File: src/hdl/pcsd_pkg.sv
// Shared types and constants of the pixel-control stream deframer.
// Used by the parser and the top level; depends on nothing.
`timescale 1ns / 1ps

package pcsd_pkg;

	localparam int MAX_SIDE = 1024;
	localparam int CFG_W    = 11;
	localparam int SIDE_W   = 11;
	localparam int COORD_W  = 10;
	localparam int LEN_W    = 16;

	localparam logic [SIDE_W-1:0] SIDE_LIMIT = SIDE_W'(MAX_SIDE);
	localparam logic [CFG_W-1:0]  SIDE_RESET = CFG_W'(16);

	typedef logic [0:0] cfg_idx_t;
	localparam cfg_idx_t CFG_IDX_WIDTH  = 1'b0;
	localparam cfg_idx_t CFG_IDX_HEIGHT = 1'b1;

	typedef enum logic [1:0] {
		HDR_CHANNEL,
		HDR_COMMAND,
		HDR_LEN_HI,
		HDR_LEN_LO
	} hdr_idx_t;

	typedef enum logic [1:0] {
		COMP_RED,
		COMP_GREEN,
		COMP_BLUE,
		COMP_NONE
	} comp_t;

	typedef struct packed {
		logic               pixel_write;
		logic [COORD_W-1:0] column;
		logic [COORD_W-1:0] row;
		logic [1:0]         component;
		logic [7:0]         byte_value;
		logic               frame_end;
	} pcsd_result_t;

	function automatic logic [SIDE_W-1:0] clamp_side(input logic [CFG_W-1:0] v);
		clamp_side = (v > CFG_W'(MAX_SIDE)) ? SIDE_LIMIT : SIDE_W'(v);
	endfunction

endpackage

File: src/hdl/pcsd_parser.sv
// Header parser and payload walker: one stream word in, at most one result out.
// Depends on pcsd_pkg.
`timescale 1ns / 1ps

module pcsd_parser (
	input  logic                         clk,
	input  logic                         arst_n,
	input  logic                         step,
	input  logic [7:0]                   data_byte,
	input  logic [pcsd_pkg::SIDE_W-1:0]  side_w,
	input  logic [pcsd_pkg::SIDE_W-1:0]  side_h,
	output logic                         res_valid,
	output pcsd_pkg::pcsd_result_t       res
);
	import pcsd_pkg::*;

	logic                 in_header_q, in_header_d;
	hdr_idx_t             hdr_idx_q, hdr_idx_d;
	logic                 channel_ok_q, channel_ok_d;
	logic                 command_ok_q, command_ok_d;
	logic [7:0]           length_high_q, length_high_d;
	logic [LEN_W-1:0]     remaining_q, remaining_d;
	logic                 accepted_q, accepted_d;
	comp_t                comp_q, comp_d;
	logic [SIDE_W-1:0]    col_q, col_d;
	logic [COORD_W-1:0]   row_q, row_d;

	logic [LEN_W-1:0]     frame_len;
	logic [SIDE_W-1:0]    row_ext;
	logic [SIDE_W-1:0]    row_next;
	logic [SIDE_W-1:0]    row_rev;
	logic                 in_matrix;

	assign frame_len = {length_high_q, data_byte};
	assign row_ext   = SIDE_W'(row_q);
	assign row_next  = row_ext + SIDE_W'(1);
	assign row_rev   = side_h - SIDE_W'(1) - row_ext;
	assign in_matrix = accepted_q && (col_q < side_w) && (row_ext < side_h);

	always_ff @(posedge clk or negedge arst_n) begin
		if (!arst_n) begin
			in_header_q   <= 1'b1;
			hdr_idx_q     <= HDR_CHANNEL;
			channel_ok_q  <= 1'b1;
			command_ok_q  <= 1'b1;
			length_high_q <= '0;
			remaining_q   <= '0;
			accepted_q    <= 1'b0;
			comp_q        <= COMP_RED;
			col_q         <= '0;
			row_q         <= '0;
		end else begin
			in_header_q   <= in_header_d;
			hdr_idx_q     <= hdr_idx_d;
			channel_ok_q  <= channel_ok_d;
			command_ok_q  <= command_ok_d;
			length_high_q <= length_high_d;
			remaining_q   <= remaining_d;
			accepted_q    <= accepted_d;
			comp_q        <= comp_d;
			col_q         <= col_d;
			row_q         <= row_d;
		end
	end

	always_comb begin
		in_header_d   = in_header_q;
		hdr_idx_d     = hdr_idx_q;
		channel_ok_d  = channel_ok_q;
		command_ok_d  = command_ok_q;
		length_high_d = length_high_q;
		remaining_d   = remaining_q;
		accepted_d    = accepted_q;
		comp_d        = comp_q;
		col_d         = col_q;
		row_d         = row_q;
		res           = '0;
		res_valid     = 1'b0;

		if (step) begin
			if (in_header_q) begin
				case (hdr_idx_q)
					HDR_CHANNEL: begin
						channel_ok_d = (data_byte <= 8'd1);
						hdr_idx_d    = HDR_COMMAND;
					end
					HDR_COMMAND: begin
						command_ok_d = (data_byte == 8'd0);
						hdr_idx_d    = HDR_LEN_HI;
					end
					HDR_LEN_HI: begin
						length_high_d = data_byte;
						hdr_idx_d     = HDR_LEN_LO;
					end
					HDR_LEN_LO: begin
						hdr_idx_d   = HDR_CHANNEL;
						accepted_d  = channel_ok_q && command_ok_q;
						remaining_d = frame_len;
						comp_d      = COMP_RED;
						col_d       = '0;
						row_d       = '0;
						if (frame_len == '0) begin
							res_valid     = 1'b1;
							res.frame_end = 1'b1;
						end else begin
							in_header_d = 1'b0;
						end
					end
					default: ;
				endcase
			end else begin
				if (in_matrix) begin
					res.pixel_write = 1'b1;
					res.column      = col_q[COORD_W-1:0];
					res.row         = col_q[0] ? row_q : row_rev[COORD_W-1:0];
					res.component   = comp_q;
					res.byte_value  = data_byte;
				end

				// advance to the next component, row, column
				if (comp_q == COMP_BLUE || comp_q == COMP_NONE) begin
					comp_d = COMP_RED;
					if (row_next >= side_h) begin
						row_d = '0;
						if (col_q < SIDE_LIMIT)
							col_d = col_q + SIDE_W'(1);
					end else begin
						row_d = row_next[COORD_W-1:0];
					end
				end else begin
					comp_d = comp_t'(comp_q + 2'd1);
				end

				remaining_d = remaining_q - LEN_W'(1);
				if (remaining_q == LEN_W'(1)) begin
					res.frame_end = 1'b1;
					in_header_d   = 1'b1;
					hdr_idx_d     = HDR_CHANNEL;
				end
				res_valid = res.pixel_write || res.frame_end;
			end
		end
	end

endmodule

File: src/hdl/pixel_control_stream_deframer_core.sv
// Top level of the pixel-control stream deframer: ports, size registers,
// two-entry result buffer. Depends on pcsd_pkg and pcsd_parser.
`timescale 1ns / 1ps

// Takes one stream word per clock cycle while in_ready is high, with no gaps
// needed between words. A result, when a word causes one, goes to the output
// register, or to the skid register while the output holds. Results pass
// through a two-entry buffer (output register plus skid register), so in_ready
// stays high while one result waits and drops only when both entries are full.
// The size registers are written on the cfg channel, which is always ready;
// write them only while no frame is in flight. Sizes above 1024 act as 1024.
module pixel_control_stream_deframer_core (
	input  logic                            clk,
	input  logic                            arst_n,
	input  logic                            cfg_valid,
	output logic                            cfg_ready,
	input  pcsd_pkg::cfg_idx_t              cfg_index,
	input  logic [pcsd_pkg::CFG_W-1:0]      cfg_data,
	input  logic                            in_valid,
	output logic                            in_ready,
	input  logic [7:0]                      data_byte,
	output logic                            out_valid,
	input  logic                            out_ready,
	output logic                            pixel_write,
	output logic [pcsd_pkg::COORD_W-1:0]    column,
	output logic [pcsd_pkg::COORD_W-1:0]    row,
	output logic [1:0]                      component,
	output logic [7:0]                      byte_value,
	output logic                            frame_end
);
	import pcsd_pkg::*;

	logic [CFG_W-1:0]  width_q, height_q;
	logic              step;
	logic              res_valid;
	pcsd_result_t      res;
	pcsd_result_t      out_q, skid_q;
	logic              out_valid_q, skid_valid_q;
	logic              pop;
	logic              push;

	assign cfg_ready = 1'b1;
	assign in_ready  = !skid_valid_q;
	assign step      = in_valid && in_ready;
	assign push      = step && res_valid;
	assign pop       = out_valid_q && out_ready;

	always_ff @(posedge clk or negedge arst_n) begin
		if (!arst_n) begin
			width_q  <= SIDE_RESET;
			height_q <= SIDE_RESET;
		end else if (cfg_valid) begin
			case (cfg_index)
				CFG_IDX_WIDTH:  width_q  <= cfg_data;
				CFG_IDX_HEIGHT: height_q <= cfg_data;
				default: ;
			endcase
		end
	end

	pcsd_parser u_parser (
		.clk       (clk),
		.arst_n    (arst_n),
		.step      (step),
		.data_byte (data_byte),
		.side_w    (clamp_side(width_q)),
		.side_h    (clamp_side(height_q)),
		.res_valid (res_valid),
		.res       (res)
	);

	always_ff @(posedge clk or negedge arst_n) begin
		if (!arst_n) begin
			out_valid_q  <= 1'b0;
			skid_valid_q <= 1'b0;
		end else if (!out_valid_q || pop) begin
			out_valid_q  <= skid_valid_q || push;
			skid_valid_q <= skid_valid_q && push;
		end else if (push) begin
			skid_valid_q <= 1'b1;
		end
	end

	// payload refills from skid first, parks a new result in skid when output holds
	always_ff @(posedge clk) begin
		if (!out_valid_q || pop) begin
			if (skid_valid_q) begin
				out_q  <= skid_q;
				skid_q <= res;
			end else begin
				out_q <= res;
			end
		end else if (push) begin
			skid_q <= res;
		end
	end

	assign out_valid   = out_valid_q;
	assign pixel_write = out_q.pixel_write;
	assign column      = out_q.column;
	assign row         = out_q.row;
	assign component   = out_q.component;
	assign byte_value  = out_q.byte_value;
	assign frame_end   = out_q.frame_end;

endmodule

File: config.mk
export PLATFORM = sky130hd
export DESIGN_NAME = pixel_control_stream_deframer_core
export DESIGN_NICKNAME = d
export VERILOG_FILES = /design/src/hdl/pcsd_pkg.sv /design/src/hdl/pcsd_parser.sv /design/src/hdl/pixel_control_stream_deframer_core.sv
export SDC_FILE = /design/constraint.sdc
export NUM_CORES = 1
export LEC_CHECK = 0
export ABC_CLOCK_PERIOD_IN_PS = 4800
export BUFFER_PORTS_ARGS = -buffer_cell sky130_fd_sc_hd__buf_2
export CORE_MARGIN = 2
export CORE_UTILIZATION = 65
export DETAILED_ROUTE_END_ITERATION = 16
export PLACE_DENSITY = 0.93
export REMOVE_ABC_BUFFERS = 1
export SYNTH_ARGS = -nofsm -noshare
export SYNTH_HDL_FRONTEND = slang
export SYNTH_HIERARCHICAL = 1
export SYNTH_SLANG_ARGS = --single-unit
File: constraint.sdc
create_clock -name clk -period 4.8 [get_ports clk]
set_clock_uncertainty 0.1 [all_clocks]
set_input_delay 0 -clock clk [delete_from_list [all_inputs] [get_ports clk]]
set_output_delay 0 -clock clk [all_outputs]
set_load 0.005 [all_outputs]
-- Yosys cells after proc, flatten, opt, wreduce, memory -nomap -nowiden
Cells that the tools add are included.
- add/subtract/negate cells: 6
- $lt $le $gt $ge: 7
- eq/ne operators: 8
- multiplexer cells: 41
- bitwise logic cells: 1
- reductions and logical operators: 32
- operators by type and width (cell ; number):
    two-way mux 32 bit ; 5
    two-way mux 31 bit ; 4
    two-way mux 11 bit ; 7
    two-way mux 10 bit ; 5
    two-way mux 16 bit ; 2
    greater-than comparator 11 bit (second input constant) ; 2
    equality test 16 x 1 -> 1 bit (second input constant) ; 1
    zero test 16 bit ; 1
    subtractor 16 x 1 -> 16 bit (second input constant) ; 1
    AND reduction 3 bit ; 5
    two-way mux 1 bit ; 12
    adder 10 x 1 -> 11 bit (second input constant) ; 1
    adder 11 x 1 -> 11 bit (second input constant) ; 1
    >= comparator 11 bit ; 1
    less-than comparator 10 x 11 -> 1 bit ; 1
    less-than comparator 11 bit ; 1
    less-than comparator 11 bit (second input constant) ; 1
    two-way mux 2 bit ; 5
    AND reduction 2 bit ; 5
    nonzero test 2 bit ; 5
    subtractor 10 x 1 -> 10 bit (second input constant) ; 1
    subtractor 10 bit ; 1
    equality test 2 bit (second input constant) ; 4
    <= comparator 8 x 1 -> 1 bit (second input constant) ; 1
    11 further kinds ; 22
- bits in registers: 141
- output and inout port bits: 35
- word-level logic and storage cells: 121

-- Depth between registers and ports, before layout
Gate-level depths: netlist of the first run.
- depth after elaboration: 14
- mapped depth: 14

-- By module
The synthesis of the first run kept the hierarchy.
- modules (own cells, without submodules) (module ; times used ; cells an instance ; area each (um^2) ; sequential area each (um^2)):
    pcsd_parser ; 1 ; 549 ; 4481.8 ; 1330.0
    pixel_control_stream_deframer_core ; 1 ; 184 ; 3453.3 ; 2524.9

-- Least setup slack after synthesis of the first run
OpenSTA, ideal clock, no wires.
- kind: register to register
- start: reg height_q[10]
- end: reg skid_q[0] in the netlist's numbering, enable pin
- setup time: 375 ps
- arrival time: 2777 ps
- data required time: 4325 ps
- path slack: 1549 ps
- cell stages (with the launch flop): 14
- clock period less this slack: 3251 ps
- path through: dfrtp_1 -> clkbuf_1 -> nor2b_1 -> inv_1 -> ha_1 -> clkbuf_1 -> a211oi_1 -> nor2_1 -> nor3_1 -> nor3_1 -> o31ai_1 -> nor2b_1 -> and4b_1 -> mux2_2
- word-level cells in the longest chain between the ends: 13
- ends and longest elaborated chain (element ; RTL line ; text):
    start: declaration ; pixel_control_stream_deframer_core.sv:33 ; logic [CFG_W-1:0] width_q, height_q;
    start signal: assignment ; pixel_control_stream_deframer_core.sv:55 ; CFG_IDX_HEIGHT: height_q <= cfg_data;
    greater-than comparator 11 bit ; pcsd_pkg.sv:44 ; clamp_side = (v > CFG_W'(MAX_SIDE)) ? SIDE_LIMIT : SIDE_W'(v);
    two-way mux 11 bit * ; pcsd_pkg.sv:44 ;
    less-than comparator 10 x 11 -> 1 bit * ; pcsd_parser.sv:38 ; assign in_matrix = accepted_q && (col_q < side_w) && (row_ext < side_h);
    logical AND 1 bit * ; pcsd_parser.sv:38 ;
    two-way mux 31 bit * ; pcsd_parser.sv:112 ; if (in_matrix) begin
    two-way mux 31 bit * ; pcsd_parser.sv:81 ; if (in_header_q) begin
    two-way mux 31 bit * ; pcsd_parser.sv:80 ; if (step) begin
    logical OR 1 bit * ; pcsd_parser.sv:140 ; res_valid = res.pixel_write || res.frame_end;
    two-way mux 1 bit * ; pcsd_parser.sv:81 ;
    two-way mux 1 bit * ; pcsd_parser.sv:80 ;
    net res_valid ; pixel_control_stream_deframer_core.sv:35 ; logic res_valid;
    logical AND 1 bit * ; pixel_control_stream_deframer_core.sv:45 ; assign push = step && res_valid;
    nonzero test 2 bit (no line) * ; n/a ;
    AND reduction 2 bit (no line) * ; n/a ;
    end signal: assignment ; pixel_control_stream_deframer_core.sv:89 ; skid_q <= res;
    end signal: assignment ; pixel_control_stream_deframer_core.sv:94 ; skid_q <= res;
    end: declaration ; pixel_control_stream_deframer_core.sv:37 ; pcsd_result_t out_q, skid_q;
Mark *: on every way through the listed nets, which the timed path passes. The rest lies on a longest branch. The select of a mux whose other input is x is not followed.
A chain may end at the register's enable or synchronous reset.

-- Final worst setup path of the first run
- start: reg u_parser.row_q[0]
- end: reg u_parser.col_q[5]
- word-level cells in the longest chain between the ends: 4
- ends and longest elaborated chain (element ; RTL line ; text):
    start: declaration ; pcsd_parser.sv:26 ; logic [COORD_W-1:0] row_q, row_d;
    start signal: assignment ; pcsd_parser.sv:62 ; row_q <= row_d;
    adder 10 x 1 -> 11 bit ; pcsd_parser.sv:36 ; assign row_next = row_ext + SIDE_W'(1);
    >= comparator 11 bit ; pcsd_parser.sv:123 ; if (row_next >= side_h) begin
    nonzero test 2 bit (no line) ; n/a ;
    AND reduction 5 bit (no line) ; n/a ;
    end signal: assignment ; pcsd_parser.sv:61 ; col_q <= col_d;
    end: declaration ; pcsd_parser.sv:25 ; logic [SIDE_W-1:0] col_q, col_d;
No other way between the ends.

==> results.py, run 1 <==
metrics = {
    "sta": {
        "slew_viol_final": 0,
        "postLayoutSetupSlackWorst_ns": 0.8570,
        "whs_ns": 0.01706,
        "tns_ns": 0,
        "hold_viol_final": 0,
        "tightestPinTransition_ns": 1.101,
        "slew_headroom": 0.2607,
        "setup_violations": 0,
        "finalCritPeriodShare": 0.8215,
        "timing.final.crit_period_ns": 3.943,
        "rsz0062_at_grt": "false",
        "fmax_mhz": 253.6,
    },
    "setup_path": {
        "cp_slowest_cell": "o21ai_1",
        "cpPeakStageDelay_ns": 0.59,
        "path_cells": "ha_1 -> nand3_1 -> or3_1 -> nor3_1 -> xnor2_1 -> ha_1 -> a21oi_1 -> o21ai_0 -> a31o_2 -> o21ai_1 -> nor4_1 -> a211o_1",
        "r2r_cells": 12,
        "cp.buffers_inverters": 0,
        "startpoint_type": "register",
        "crit_required_ns": 5.00,
        "end_kind": "register",
        "r2r-end": "u_parser/col_q[5]",
        "worstSetupPathType": "reg2reg",
        "ff2ff_setup_slack_ns": 0.86,
        "path_common_cell": "ha_1",
        "cp_top_family": "compound AO/OA/AOI/OAI gates",
        "crit_arrival_ns": 4.14,
        "timing.rr.start": "u_parser/row_q[0]",
        "crit_fanout": 11,
    },
    "hold_path": {
        "holdPathEnd": "width_q[10]",
        "hold_class": "in2reg",
        "hold_depth": 3,
        "hold_start": "cfg_valid",
    },
    "route": {
        "wl_per_cell_um": 20.07,
        "vias_per_cell": 6.514,
        "drt-initial-drc-count": 896,
        "drc": 0,
        "routed_wirelength_um": 19280,
        "dr_total_vias": 6260,
        "postRouteAntennaNets": 0,
        "drt_pass1_iterations": 5,
    },
    "grt": {
        "overflow": 0,
        "antenna_found_initial": 0,
        "grt_max_degree": 78,
        "grt_pass1_wl_um": 31190,
        "grt_pass1_vias": 6199,
        "grt_usage": 0.3049,
    },
    "clocking": {
        "cts_buffers": 17,
        "cts_tree": "done",
        "cts_resized": 0,
        "clk_latency_ns": 0.43,
        "cts_num_sinks": 141,
        "clockBufferDepth": 2,
        "hold_buffers": 23,
        "cts_setup_buffers": 0,
        "clk_pin_slew_worst_paths_ns": 0.06,
        "h-tree-depth": 4,
        "root_buffer": "clkbuf_16",
    },
    "die": {
        "ios": 60,
        "start_util": 0.6634,
        "die_h_um": 114.5,
        "core_area_um2": 11960,
        "die_area_um2": 13110,
        "fp-row-count": 40,
        "dieWidth_um": 114.5,
    },
    "placement": {
        "io_buffers": 58,
        "dp_slack_ns": 1.087,
        "hpwl_um": 12060,
        "gp_congestion": 0.8932,
        "placed_cells": 906,
    },
    "finish": {
        "drive_gt1_frac": 0.2113,
        "nNetsFinal": 874,
        "syn_to_final_growth_pct": 14.71,
        "final_cells": 961,
        "antenna_cells": 0,
        "mostFrequentLayoutCell": "dfrtp_1",
        "mostFrequentLayoutCells": "72 x dfrtp_1, 64 x edfxtp_1, 61 x nand2_1",
    },
    "power_and_ir_drop": {
        "seqPwrFrac": 0.392,
        "clkPwrFrac": 0.303,
        "leakage_nw": 3.964,
        "p_int_mw": 2.872,
        "peakVddDrop_uv": 203.8,
        "swShare": 0.3549,
        "p_per_area_nw_per_um2": 489.1,
        "fin_total_pwr_mw": 4.452,
        "switchingPower_mw": 1.580,
        "pwr-share-comb": 0.305,
    },
    "synth": {
        "yosysUniqueCellTypes": 61,
        "synth.yosys.warnings": 6,
        "syn_inst": 733,
        "ys.flop_type": "dfrtp_1",
        "synth_seq_cells": 141,
        "avgSynthCellArea_um2": 10.83,
        "syn_area_um2": 7935,
        "synth_edf_count": 64,
        "synthArstFlopShare": 0.5461,
        "yosysSeqAreaShare": 0.4858,
    },
    "status": {
        "status": "finished clean",
    },
    "job": {
        "maxCapViolCount": 0,
    },
}
## worst register-to-register path, stage by stage, from the launching register on
cell     delay (ns)
dfrtp_1        0.47
ha_1           0.29
nand3_1        0.19
or3_1          0.45
nor3_1         0.22
xnor2_1        0.18
ha_1           0.28
a21oi_1        0.17
o21ai_0        0.17
a31o_2         0.29
o21ai_1        0.59
nor4_1         0.16
a211o_1        0.28
## cell type report
type	instances	area (µm²)
multi-input combinational	515	3755
sequential	141	3855
clock inverter	13	163.9
timing repair buffer	87	565.5
clock buffer	19	432.9
fill	712	2859
inverter	39	146.4
tap	147	183.9
## flip-flops by register name, indices dropped and copies added (netlist names)
name,count
skid_q,32
component,2
u_parser/hdr_idx_q,2
u_parser/command_ok_q,1
skid_valid_q,1
u_parser/length_high_q,8
byte_value,8
u_parser/remaining_q,16
u_parser/row_q,10
u_parser/in_header_q,1
out_valid,1
width_q,11
u_parser/col_q,11
u_parser/comp_q,2
u_parser/channel_ok_q,1
u_parser/accepted_q,1
pixel_write,1
frame_end,1
height_q,11
row,10
column,10
## power groups by stage
stage / logic (mW) / clock network, mW / registers [mW]
2_1_floorplan: 0.913 / 0 / 1.70
3_3_place_gp: 1.20 / 0 / 1.72
3_5_place_dp: 1.27 / 0 / 1.75
4_1_cts: 1.32 / 1.35 / 1.73
5_1_grt: 1.49 / 1.40 / 1.77
6_report: 1.36 / 1.35 / 1.75
## metal layers
layer,up-vias,routed length [µm],global-route usage
li1,2778,-,-
met1,2992,7737,0.4033
met2,415,9263,0.4915
met3,75,1699,0.05876
met4,0,585,0.1358
met5,-,0,0
## cell families (layout without fill, tap and decap cells)
kind of cell    Yosys count  count (layout)  synth area share
xor+xnor                 15              15           0.01656
fa+ha+maj                48              48           0.07663
flops                   141             141            0.4858
mux                      79              79            0.1148
simple gates            230             230            0.1512
compound gates          142             142            0.1121
other cells               1               1         0.0004726
buf+inv                  77             158           0.04241
## worst max-delay path by stage
stage                      start           endpoint  cells past startpoint
2_1_floorplan       skid_valid_q          skid_q[0]                      6
3_3_place_gp        height_q[10]         skid_q[11]                     11
3_5_place_dp   u_parser/row_q[0]  u_parser/col_q[1]                     12
4_1_cts        u_parser/row_q[0]  u_parser/col_q[5]                     12
5_1_grt        u_parser/row_q[0]  u_parser/col_q[5]                     12
6_report       u_parser/row_q[0]  u_parser/col_q[5]                     12
## cells in the mapped netlist, types with 3 or more instances
master	count	area [µm²]
o21ai_0	37	185.2
or3_1	3	18.77
mux2_2	56	630.6
a21o_1	3	22.52
buf_1	6	22.52
o22ai_1	14	87.58
o221ai_1	5	43.79
o31ai_1	5	37.54
xnor2_1	8	70.07
inv_1	39	146.4
nand2b_1	4	25.02
o21a_1	3	22.52
nand2_1	61	229.0
edfxtp_1	64	1922
mux2i_1	13	130.1
o211ai_1	7	52.55
nor3b_1	4	30.03
mux2_4	10	150.1
a21boi_0	3	22.52
a211oi_1	3	22.52
clkbuf_1	23	86.33
nor2b_1	28	175.2
dfstp_2	5	131.4
and2_1	30	187.7
xor2_1	7	61.31
nand3_1	31	155.2
a32o_1	6	60.06
dfrtp_1	72	1802
a21oi_1	40	200.2
nor4_1	7	43.79
ha_1	47	588.1
buf_6	5	56.30
and3_1	4	25.02
nor2_1	30	112.6
nor3_1	15	75.07
## per-stage QoR
step | cell area (µm²) | utilization
floorplan | 7745 | -
global placement | 8275 | 0.6918
detailed placement | 8275 | 0.6918
CTS | 9102 | 0.7610
global route | 9102 | 0.7610
finish | 9102 | 0.7610
Power figures use the tool's default switching activity.
==> inputs of run 2 (changes only) <==
Settings changed: ABC_CLOCK_PERIOD_IN_PS 4800 to 3500, CORE_UTILIZATION 65 to 55, PLACE_DENSITY 0.93 to 0.85.
Clock period 4.8 ns to 3.5 ns, I/O delays scaled along.
==> run 2 against run 1 <==
Against the previous run: final cell count is 4.6% higher; non-clock buffer count is 11 higher; combinational power grew 40%; wire length down 7.5%; sequential share of layout area down 0.55 points; die area increased by 18%.
==> results.py, run 2 (synthesis gave the netlist of run 1 again) <==
metrics = {
    "status": {
        "status": "finished clean",
    },
    "die": {
        "die_area_um2": 15400,
        "fp-row-count": 43,
        "ios": 60,
        "core_area_um2": 13990,
        "die_h_um": 124.1,
        "dieWidth_um": 124.1,
        "start_util": 0.5673,
    },
    "clocking": {
        "root_buffer": "clkbuf_16",
        "cts_buffers": 17,
        "clockBufferDepth": 2,
        "clk_pin_slew_worst_paths_ns": 0.06,
        "clk_latency_ns": 0.42,
        "cts_num_sinks": 141,
        "h-tree-depth": 4,
        "cts_tree": "done",
    },
    "sta": {
        "whs_ns": 0.01510,
        "fmax_mhz": 301.4,
        "postLayoutSetupSlackWorst_ns": 0.1824,
        "setup_violations": 0,
        "timing.final.crit_period_ns": 3.318,
        "tightestPinTransition_ns": 1.011,
        "finalCritPeriodShare": 0.9479,
        "rsz0062_at_grt": "false",
        "slew_viol_final": 0,
        "slew_headroom": 0.3259,
        "tns_ns": 0,
        "hold_viol_final": 0,
    },
    "grt": {
        "grt_usage": 0.2416,
        "overflow": 0,
        "antenna_found_initial": 0,
        "grt_max_degree": 47,
        "grt_pass1_vias": 5746,
        "grt_pass1_wl_um": 28880,
    },
    "finish": {
        "top_register": "skid_q",
        "largest_reg_flops": 32,
        "fillers": 1045,
        "fin_area_um2": 9229,
        "nNetsFinal": 885,
        "mostFrequentLayoutCells": "70 x dfrtp_1, 64 x edfxtp_1, 61 x nand2_1",
        "drive_gt1_frac": 0.2339,
        "final_cells": 1005,
        "antenna_cells": 0,
        "fin_util": 0.6598,
        "syn_to_final_growth_pct": 16.30,
        "mostFrequentLayoutCell": "dfrtp_1",
        "largestRegisters": "skid_q (32), u_parser/remaining_q (16)",
    },
    "route": {
        "wl_per_cell_um": 17.74,
        "postRouteAntennaNets": 0,
        "dr_total_vias": 5991,
        "drt-initial-drc-count": 763,
        "vias_per_cell": 5.961,
        "drc": 0,
        "drt_pass1_iterations": 5,
        "routed_wirelength_um": 17830,
    },
    "power_and_ir_drop": {
        "p_per_area_nw_per_um2": 645.3,
        "fin_total_pwr_mw": 5.955,
        "leakage_nw": 4.001,
        "peakVddDrop_uv": 365.7,
    },
    "placement": {
        "dp_slack_ns": 0.1599,
        "placed_area_um2": 8404,
        "placed_cells": 949,
        "io_buffers": 58,
        "hpwl_um": 11730,
        "gp_congestion": 0.8805,
    },
    "setup_path": {
        "timing.rr.start": "u_parser/row_q[1]",
        "end_kind": "register",
        "crit_arrival_ns": 3.56,
        "crit_fanout": 11,
        "worstSetupPathType": "reg2reg",
        "path_cells": "ha_1 -> nand3_1 -> or3_4 -> nor3_1 -> xnor2_1 -> ha_1 -> a21oi_1 -> o21ai_0 -> a31o_2 -> o21ai_1 -> buf_4 -> or4_1 -> nand3_1",
        "r2r_cells": 13,
        "cpPeakStageDelay_ns": 0.42,
        "r2r-end": "u_parser/col_q[8]",
        "crit_start": "u_parser/row_q[1]",
        "crit_required_ns": 3.74,
        "startpoint_type": "register",
        "cp_slowest_cell": "dfrtp_2",
        "ff2ff_setup_slack_ns": 0.18,
        "endpoint": "u_parser/col_q[8]",
    },
    "hold_path": {
        "hold_class": "in2reg",
        "hold_start": "cfg_valid",
    },
    "job": {
        "maxCapViolCount": 0,
    },
}
[run 2: changes by cell type in the layout (fill, tap and decap cells not counted), moves of 2 or more]
| cell | previous run | this run |
|---|---|---|
| buf_4 | 6 | 16 |
| clkbuf_1 | 2 | 0 |
| clkinv_2 | 3 | 1 |
| bufinv_16 | 3 | 0 |
| inv_8 | 0 | 4 |
| dfrtp_2 | 0 | 2 |
| dfrtp_1 | 72 | 70 |
[run 2: how the worst min path moves through the flow]
stage	to	cells after the start	slack, ns
final	width_q[5]	3	0.02
after global routing	width_q[7]	3	0.02
after detailed placement	u_parser/length_high_q[1]	1	0.13
after floorplan	height_q[0]	0	-0.40
after global placement	u_parser/remaining_q[4]	1	0.13
after CTS	width_q[5]	3	0.004
[run 2: layout make-up]
type                       instances  area, µm²  area share
clock buffer                      18      439.2     0.04759
clock inverter                    14      123.9     0.01342
inverter                          39      146.4     0.01586
tap                              180      225.2     0.02440
sequential                       141       3857      0.4180
multi-input combinational        515       3776      0.4092
timing repair buffer              98      660.6     0.07158
[run 2: worst max-delay path, delay by kind of cell, from the launching register on]
family / cells / cell delay, ns
AND/OR/NAND/NOR: 5 / 1.25
AO/OA/AOI/OAI: 4 / 0.59
adder cells (fa/ha/maj): 2 / 0.55
flip-flops: 1 / 0.42
buffers and inverters: 1 / 0.18
XOR/XNOR: 1 / 0.13
[run 2: where the power goes]
| part | internal [mW] | leakage (nW) | switching, mW |
|---|---|---|---|
| registers | 2.03 | 1.60 | 0.304 |
| clock network | 0.954 | 0.276 | 0.754 |
| logic | 0.818 | 2.13 | 1.10 |
| total | 3.80 | 4.00 | 2.15 |
[run 2: repair_timing]
| item | 4_1_cts | 5_1_grt |
|---|---|---|
| buffers inserted | 0 | 1 |
| endpoints found under the hold margin | 93 | 0 |
| resized for setup | 0 | 9 |
| setup endpoints to repair | 0 | 43 |
| hold buffers | 23 | 0 |
[run 2: per-layer routing]
metal,global-route usage,part of all wire
met5,0,0
met3,0.04029,0.069
met4,0.08357,0.017
met2,0.3760,0.47
met1,0.3439,0.44
==> inputs of run 3 (changes only) <==
Settings changed: CORE_ASPECT_RATIO set to 0.9, CTS_CLUSTER_SIZE set to 8, SKIP_LAST_GASP set to 1.
==> run 3 against run 2 <==
Against the previous run: clock power up 4%; total power up 0.65%; global-route usage down 0.97 points; fmax down 0.49%; critical endpoint is now skid_q[13]; largest power group unchanged; combinational power about the same; wire length down 4.8%; clock-buffer cell count unchanged; sequential power about the same; critical path depth down 2; via count down 2.7%.
==> results.py, run 3 (synthesis gave the netlist of run 1 again) <==
metrics = {
    "status": {
        "status": "finished clean",
    },
    "sta": {
        "postLayoutSetupSlackWorst_ns": 0.1660,
        "hold_viol_final": 0,
        "setup_violations": 0,
        "finalCritPeriodShare": 0.9526,
        "slew_viol_final": 0,
        "rsz0062_at_grt": "false",
        "tightestPinTransition_ns": 0.9298,
        "fmax_mhz": 299.9,
        "slew_headroom": 0.3802,
        "timing.final.crit_period_ns": 3.334,
        "whs_ns": 0.1457,
    },
    "setup_path": {
        "path_common_cell": "nor2b_1",
        "startpoint_type": "register",
        "cpPeakStageDelay_ns": 0.51,
        "crit_arrival_ns": 3.35,
        "cp_slowest_cell": "dfrtp_2",
        "crit_fanout": 32,
        "crit_required_ns": 3.52,
        "path_cells": "nor2b_1 -> inv_1 -> ha_1 -> a21o_1 -> a21oi_1 -> o221ai_1 -> o31ai_1 -> nor2b_1 -> and4b_1 -> mux2_2 -> buf_12",
        "end_kind": "register",
        "worstSetupPathType": "reg2reg",
    },
    "clocking": {
        "clockBufferDepth": 2,
        "cts_buffers": 17,
        "cts_tree": "done",
        "cts_setup_buffers": 0,
        "h-tree-depth": 4,
        "clk_latency_ns": 0.42,
        "root_buffer": "clkbuf_16",
        "cts_num_sinks": 141,
        "clk_pin_slew_worst_paths_ns": 0.06,
    },
    "job": {
        "maxCapViolCount": 0,
    },
    "finish": {
        "fillers": 1029,
        "mostFrequentLayoutCells": "71 x dfrtp_1, 64 x edfxtp_1, 61 x nand2_1",
        "top_register": "skid_q",
        "drive_gt1_frac": 0.2271,
        "largest_reg_flops": 32,
        "seq_area_um2": 3856,
        "antenna_cells": 0,
        "nNetsFinal": 888,
        "multi_input_area_um2": 3770,
        "final_cells": 1021,
        "syn_to_final_growth_pct": 17.06,
        "mostFrequentLayoutCell": "dfrtp_1",
        "largestRegisters": "skid_q (32), u_parser/remaining_q (16)",
    },
    "route": {
        "dr_total_vias": 5831,
        "drt-initial-drc-count": 710,
        "wl_per_cell_um": 16.62,
        "postRouteAntennaNets": 0,
        "drc": 0,
        "vias_per_cell": 5.711,
        "routed_wirelength_um": 16970,
        "drt_pass1_iterations": 6,
    },
    "hold_path": {
        "hold_class": "in2async",
    },
    "die": {
        "fp-row-count": 41,
        "die_h_um": 118.0,
        "die_area_um2": 15410,
        "ios": 60,
        "start_util": 0.5645,
        "dieWidth_um": 130.6,
        "core_area_um2": 14060,
    },
    "power_and_ir_drop": {
        "leakage_nw": 4.025,
        "peakVddDrop_uv": 347.2,
        "p_per_area_nw_per_um2": 645.3,
    },
    "placement": {
        "hpwl_um": 11580,
        "placed_cells": 964,
        "gp_congestion": 0.8922,
        "dp_slack_ns": 0.1859,
        "io_buffers": 58,
    },
    "grt": {
        "grt_usage": 0.2319,
        "overflow": 0,
        "grt_pass1_wl_um": 27740,
        "grt_pass1_vias": 5463,
        "antenna_found_initial": 1,
        "grt_max_degree": 41,
    },
}
-- run 3: cell count changes in the layout (fill, tap and decap cells not counted), moves of 2 or more --
cell           delta
bufinv_16         +2
inv_8             -3
nor3_1            -3
nor3_2            +3
dlygate4sd3_1     +2
-- run 3: metal layers --
| metal | up-vias | share of wire | routed length, µm | global-route usage |
|---|---|---|---|---|
| li1 | 2809 | - | - | - |
| met1 | 2768 | 0.46 | 7870 | 0.3363 |
| met2 | 215 | 0.45 | 7663 | 0.3411 |
| met3 | 37 | 0.065 | 1110 | 0.05091 |
| met4 | 2 | 0.018 | 310 | 0.08710 |
| met5 | - | 0.00094 | 16 | 0 |
-- run 3: area by class of cell --
| class | instances | share of cell area |
|---|---|---|
| clock buffers | 18 | 0.04620 |
| clock inverters | 14 | 0.01697 |
| inverters | 39 | 0.01576 |
| multi-input cells | 515 | 0.4058 |
| flip-flops and latches | 141 | 0.4151 |
| well taps | 193 | 0.02600 |
| repair buffers | 101 | 0.07408 |
-- run 3: where the power goes --
group          leakage (nW)  internal (mW)  total, mW  switching [mW]
Combinational          2.14          0.822       1.89            1.07
Clock                 0.286           1.06       1.77           0.710
Sequential             1.60           2.03       2.33           0.300
Total                  4.03           3.91       5.99            2.08
-- run 3: worst paths after layout --
check	from	end	slack (ns)	cells past startpoint
max	height_q[10]	skid_q[13]	0.17	11
min	arst_n	u_parser/remaining_q[5]	0.15	2
max reg2reg	height_q[10]	skid_q[13]	0.17	11
min reg2reg	u_parser/channel_ok_q	u_parser/channel_ok_q	0.39	2
max in group asynchronous	arst_n	height_q[4]	2.24	3
min in group clk	out_ready	out_valid	0.15	4
-- run 3: through the flow --
step | power, mW | TNS (ns) | util | instance area [µm²]
finish | 5.994 | 0 | 0.6609 | 9289
global route | 6.345 | 0 | 0.6609 | 9289
detailed placement | 4.151 | 0 | 0.6001 | 8436
floorplan | 3.590 | -61.76 | - | 7745
CTS | 5.953 | 0 | 0.6597 | 9273
global placement | 4.083 | 0 | 0.6001 | 8436
-- run 3: repair_timing --
action / CTS / global route
hold buffers: 25 / 0
resized for setup: 0 / 5
setup endpoints to repair: 0 / 37
endpoints found under the hold margin: 87 / 0
-- run 3: worst max-delay path: cells and delay by family, from the launching register on --
kind | cells | cell delay [ns]
compound gates | 4 | 0.96
fa+ha+maj | 1 | 0.36
buf+inv | 2 | 0.29
flops | 1 | 0.51
mux | 1 | 0.18
simple gates | 3 | 0.63
